`config.mk`:
```
export PLATFORM = sky130hd
export DESIGN_NAME = lrvsp_ctrl
export DESIGN_NICKNAME = d
export VERILOG_FILES = /design/src/rtl/lrvsp_pkg.sv /design/src/rtl/lrvsp_ctrl.sv
export SDC_FILE = /design/constraint.sdc
export NUM_CORES = 1
export LEC_CHECK = 0
export BUFFER_PORTS_ARGS = -buffer_cell sky130_fd_sc_hd__buf_2
export CORE_AREA = 2 2 39 41
export DETAILED_ROUTE_END_ITERATION = 8
export DIE_AREA = 0 0 41 43
export PLACE_DENSITY = 0.68
export RECOVER_POWER = 100
export SYNTH_ARGS = -nofsm -noshare
export SYNTH_HDL_FRONTEND = slang
export SYNTH_SLANG_ARGS = --single-unit
```
`constraint.sdc`:
```
create_clock -name i_clk -period 2.67 [get_ports i_clk]
set_clock_uncertainty 0.15 [all_clocks]
set_input_delay 0.267 -clock i_clk [delete_from_list [all_inputs] [get_ports i_clk]]
set_output_delay 0.267 -clock i_clk [all_outputs]
set_load 0.005 [all_outputs]
```
`src/rtl/lrvsp_pkg.sv`:
```
`default_nettype none

package lrvsp_pkg;

    localparam int LOOP_DEPTH_DEF = 65536;
    localparam int FRAC_BITS_DEF  = 12;

    localparam int FUNC_W   = 2;
    localparam int SAMPLE_W = 16;
    localparam int SPEED_W  = 16;

    localparam logic [SPEED_W-1:0] SPEED_RESET = 16'd4096;

    typedef enum logic [FUNC_W-1:0] {
        FUNC_START = 2'd0,
        FUNC_REC   = 2'd1,
        FUNC_STOP  = 2'd2,
        FUNC_PLAY  = 2'd3
    } t_func;

    typedef struct packed {
        logic latch;
        logic start;
        logic rec_write;
        logic reject;
        logic stop;
        logic rd_cur;
        logic rd_nxt;
        logic mul;
        logic wrap_sub;
        logic load;
    } t_cmd;

    typedef struct packed {
        t_func func;
        logic  rec;
        logic  ready;
        logic  count_lt_depth;
        logic  phase_ge_span;
    } t_stat;

endpackage

`default_nettype wire

```
`src/rtl/lrvsp_ctrl.sv`:
```
`default_nettype none

module lrvsp_ctrl (
    input  wire               i_clk,
    input  wire               i_rst_n,
    input  wire               i_in_valid,
    output logic              o_in_stall,
    output logic              o_out_valid,
    input  wire               i_out_stall,
    input  lrvsp_pkg::t_stat  i_stat,
    output lrvsp_pkg::t_cmd   o_cmd
);
    import lrvsp_pkg::*;

    typedef enum logic [5:0] {
        S_IDLE   = 6'b000001,
        S_DECODE = 6'b000010,
        S_RD_NXT = 6'b000100,
        S_MUL    = 6'b001000,
        S_WRAP   = 6'b010000,
        S_DONE   = 6'b100000
    } t_state;

    t_state r_state;
    t_state n_state;
    logic   r_out_valid;
    logic   n_out_valid;
    logic   out_free;

    assign out_free    = !r_out_valid || !i_out_stall;
    assign o_out_valid = r_out_valid;
    assign o_in_stall  = (r_state != S_IDLE);

    always_comb begin
        n_state = r_state;
        o_cmd   = '0;
        unique case (r_state)
            S_IDLE: begin
                if (i_in_valid) begin
                    o_cmd.latch = 1'b1;
                    n_state     = S_DECODE;
                end
            end
            S_DECODE: begin
                n_state = S_DONE;
                unique case (i_stat.func)
                    FUNC_START: o_cmd.start = 1'b1;
                    FUNC_REC: begin
                        if (i_stat.rec && i_stat.count_lt_depth) begin
                            o_cmd.rec_write = 1'b1;
                        end else begin
                            o_cmd.reject = 1'b1;
                        end
                    end
                    FUNC_STOP: o_cmd.stop = i_stat.rec;
                    FUNC_PLAY: begin
                        if (i_stat.ready) begin
                            o_cmd.rd_cur = 1'b1;
                            n_state      = S_RD_NXT;
                        end
                    end
                    default: n_state = S_DONE;
                endcase
            end
            S_RD_NXT: begin
                o_cmd.rd_nxt = 1'b1;
                n_state      = S_MUL;
            end
            S_MUL: begin
                o_cmd.mul = 1'b1;
                n_state   = S_WRAP;
            end
            S_WRAP: begin
                if (i_stat.phase_ge_span) begin
                    o_cmd.wrap_sub = 1'b1;
                end else begin
                    n_state = S_DONE;
                end
            end
            S_DONE: begin
                if (out_free) begin
                    o_cmd.load = 1'b1;
                    n_state    = S_IDLE;
                end
            end
            default: n_state = S_IDLE;
        endcase
    end

    always_comb begin
        n_out_valid = r_out_valid;
        if (o_cmd.load) begin
            n_out_valid = 1'b1;
        end else if (r_out_valid && !i_out_stall) begin
            n_out_valid = 1'b0;
        end
    end

    always_ff @(posedge i_clk) begin
        if (!i_rst_n) begin
            r_state     <= S_IDLE;
            r_out_valid <= 1'b0;
        end else begin
            r_state     <= n_state;
            r_out_valid <= n_out_valid;
        end
    end

endmodule

`default_nettype wire

```
# --- After elaboration in Yosys (flattened, before gate mapping) ---
# Index checks and enable logic that the tools add are counted.
word_totals:
  elab_cells: 47
  register_bits: 7
  input_bits: 10
  out_inout_bits: 12
op_classes:
  reduce_logical: 8
  mux: 24
  n_eq_ne: 13
ops:
  columns: ["operator", "count"]
  rows:
  - ["one-hot mux 6 bit (6 select lines)", 1]
  - ["two-way mux 6 bit", 5]
  - ["two-way mux 1 bit", 16]
  - ["equality test 6 x 1 -> 1 bit, second input constant", 1]
  - ["equality test 6 x 2 -> 1 bit, second input constant", 1]
  - ["equality test 6 x 3 -> 1 bit, second input constant", 1]
  - ["equality test 6 x 4 -> 1 bit, second input constant", 1]
  - ["equality test 6 x 5 -> 1 bit, second input constant", 1]
  - ["equality test 6 bit, second input constant", 1]
  - ["!= test 2 bit, second input constant", 3]
  - ["!= test 6 x 1 -> 1 bit, second input constant", 1]
  - ["two-way mux 5 bit", 1]
  - ["equality test 2 bit, second input constant", 2]
  - ["AND reduction 3 bit", 1]
  - ["equality test 2 x 1 -> 1 bit, second input constant", 1]
  - ["logical AND 1 bit", 2]
  - ["zero test 1 bit", 2]
  - ["zero test 2 bit", 1]
  - ["two-way mux 2 bit", 1]
  - ["nonzero test 2 bit", 1]
  - ["logical OR 1 bit", 1]

# --- Logic depth before layout (Yosys ltp) ---
depth:
  depth_word: 5
  ltp_mapped: 5
  mapped_depth_nobuf: 4

# --- Worst setup path after synthesis ---
# Ideal clock, no wire load.
synth_timing:
  kind: "register to output"
  from: "register r_state[1]"
  to: "output o_cmd[0] (netlist bit)"
  setup_slack_ps: 846
  t_required_ps: 2253
  arrival_time_ps: 1407
  stages_incl_launch_ff: 6
  path_buffers: 2
  path_cell_list: "dfxtp_1 > buf_2 > or4_4 > or3_4 > a21oi_2 > buf_4"
synth_rtl:
  columns: ["item", "line", "text"]
  rows:
  - ["from (decl)", "lrvsp_ctrl.sv:24", "t_state r_state;"]
  - ["from (signal assigned)", "lrvsp_ctrl.sv:104", "r_state <= n_state;"]
  - ["to (decl)", "lrvsp_ctrl.sv:11", "output lrvsp_pkg::t_cmd o_cmd"]

==> results_dict.tcl <==
set metrics [dict create \
    cp.required_ps 2250 \
    hold_violations 0 \
    avgSynthCellArea_um2 8.297 \
    ant_nets 0 \
    cts.sinks 7 \
    cts-root-buf "clkbuf_4" \
    setup-tns-final_ps 0 \
    clkSlewWorstSetupHoldPaths_ps 60 \
    pre_cts_ws_ps 793.4 \
    max_slew_margin_pct 73.06 \
    diodes 0 \
    synth-async-reset-ratio_pct 0 \
    num-nets-final 90 \
    p_sw_mw 0.1183 \
    routed_via_density 5.084 \
    maxCapViolCount 0 \
    first_pass_iters 4 \
    synth_edf_count 0 \
    syn-num-nets 67 \
    cts_tree "done" \
    dp_cells 91 \
    period_needed_ps 2246 \
    grtUsageTotal_pct 15.11 \
    floorplan.rows 14 \
    power_leakage_nw 0.2122 \
    path_max_fanout 8 \
    h-tree-depth 1 \
    cp-start-kind "flop" \
    holdWs_ps 134.7 \
    place.gp.congestion 0.7782 \
    syn2layout_area_growth_pct 21.69 \
    cts_made_buffers 3 \
    worstPathArrival_ps 1830 \
    power.total_mw 0.3440 \
    hold_buffers 0 \
    cts_buffer_depth 2 \
    io_buffers 21 \
    dieArea_mm2 0.001763 \
    slew_viol_final 0 \
    grt_pass1_wl_um 1800 \
    hp-class "in -> reg" \
    core_region_area_mm2 0.001384 \
    vias 483 \
    rsz0062_at_grt "no" \
    syn_inst 57 \
    insertion_delay_ps 250 \
    grt_start_max_net_pins 10 \
    p_seq_share_pct 40.4 \
    yosys.cell_types.count 30 \
    die_x_um 41 \
    ctsResizeCount 0 \
    outcome "finished, final reports clean" \
    swShare_pct 34.38 \
    fmax_ghz 0.4452 \
    placed_area_um2 578.1 \
    most-common-layout-cells "clkbuf_1, buf_2, nor2_1" \
    drtIter0Drc 13 \
    power-per-cell-area_mw_per_mm2 597.8 \
    floorplan.die.height_um 43 \
    tightest_slew_ps 393.9 \
    setup_violations 0 \
    drive_gt1_share_pct 21.52 \
    fin_util_pct 41.59 \
    grt_overflow 0 \
    grt_pass1_vias 414 \
    ys_warn_count 0 \
    stdcell_count 95 \
    ios 22 \
    routedWlPerCell_um 11.94 \
    ys_seq_elements 7 \
    synthFlopType "dfxtp_1" \
    pwr-share-clk_pct 27.9 \
    pwr-share-comb_pct 31.7 \
    setup.worst_path.class "reg -> out" \
    hpwl_um 873.2 \
    design_area_um2 575.6 \
    yosysSeqAreaShare_pct 29.63 \
    p_int_mw 0.2258 \
    postLayoutSetupSlackWorst_ps 423.9 \
    drc_errors 0 \
    r2r_slack_ps 930 \
    fin_crit_sh_pct 84.12 \
    ir_drop_uv 266.8 \
    crit_path_end_kind "output pin" \
    initial_utilization_pct 34.18 \
    nFillCells 156 \
    synth_area_um2 473.0 \
    postCtsSetupRepairBufs 0 \
    antenna_found_initial 0 \
    wl_um 1134 \
]
==> layout make-up <==
class                   count  area [µm²]  area share (%)
flip-flops and latches      7       140.1           24.35
repair buffers             21       93.84           16.30
well taps                  16       20.02           3.478
clock buffers               4       26.28           4.565
multi-input cells          45       287.8           50.00
inverters                   2       7.507           1.304
==> flip-flops by register name, indices dropped and copies added (netlist names) <==
signal	cells
o_out_valid	1
r_state	6
==> routing by layer <==
metal | GRT usage [%] | up-vias | wire, µm
li1 | - | 254 | -
met1 | 21.10 | 220 | 542
met2 | 20.00 | 7 | 561
met3 | 4.712 | 2 | 21
met4 | 8.000 | 0 | 7
met5 | 0 | - | 0
==> cells in the mapped netlist (2+ instances only) <==
| master | number | area [µm²] |
|---|---|---|
| nor3_1 | 4 | 20.02 |
| nand4b_1 | 3 | 26.28 |
| inv_1 | 2 | 7.510 |
| buf_4 | 2 | 15.01 |
| dfxtp_1 | 7 | 140.1 |
| nand2_1 | 4 | 15.01 |
| nor2b_1 | 2 | 12.51 |
| nand3_1 | 2 | 10.01 |
| nor2_1 | 9 | 33.78 |
| nand2b_1 | 2 | 12.51 |
==> critical path, cell delays in order (launching register included) <==
cell and delay (ps):
dfxtp_1 380, or4_1 540, or3_1 400, a21oi_1 140, buf_2 120
==> power by group through the flow <==
stage / combinational (mW) / sequential (mW) / clock [mW]
after global routing: 0.121 / 0.141 / 0.106
final: 0.109 / 0.139 / 0.0961
after floorplan: 0.0937 / 0.128 / 0
after detailed placement: 0.119 / 0.141 / 0
after global placement: 0.119 / 0.138 / 0
after CTS: 0.119 / 0.139 / 0.100
==> path summary, 6_finish.rpt <==
check,to,depth (start not counted),start
worst max register to register,r_state[5],4,r_state[0]
worst min register to register,o_out_valid,2,o_out_valid
worst min-delay path,r_state[4],2,i_rst_n
worst max-delay path,o_cmd[0],4,r_state[0]
==> kinds of logic after synthesis <==
| logic type | synth area share, % |
|---|---|
| buffers and inverters | 5.819 |
| XOR/XNOR | 1.852 |
| AO/OA/AOI/OAI | 22.75 |
| AND/OR/NAND/NOR | 39.95 |
| flip-flops | 29.63 |
No activity file was read; power rests on OpenSTA's default activity.
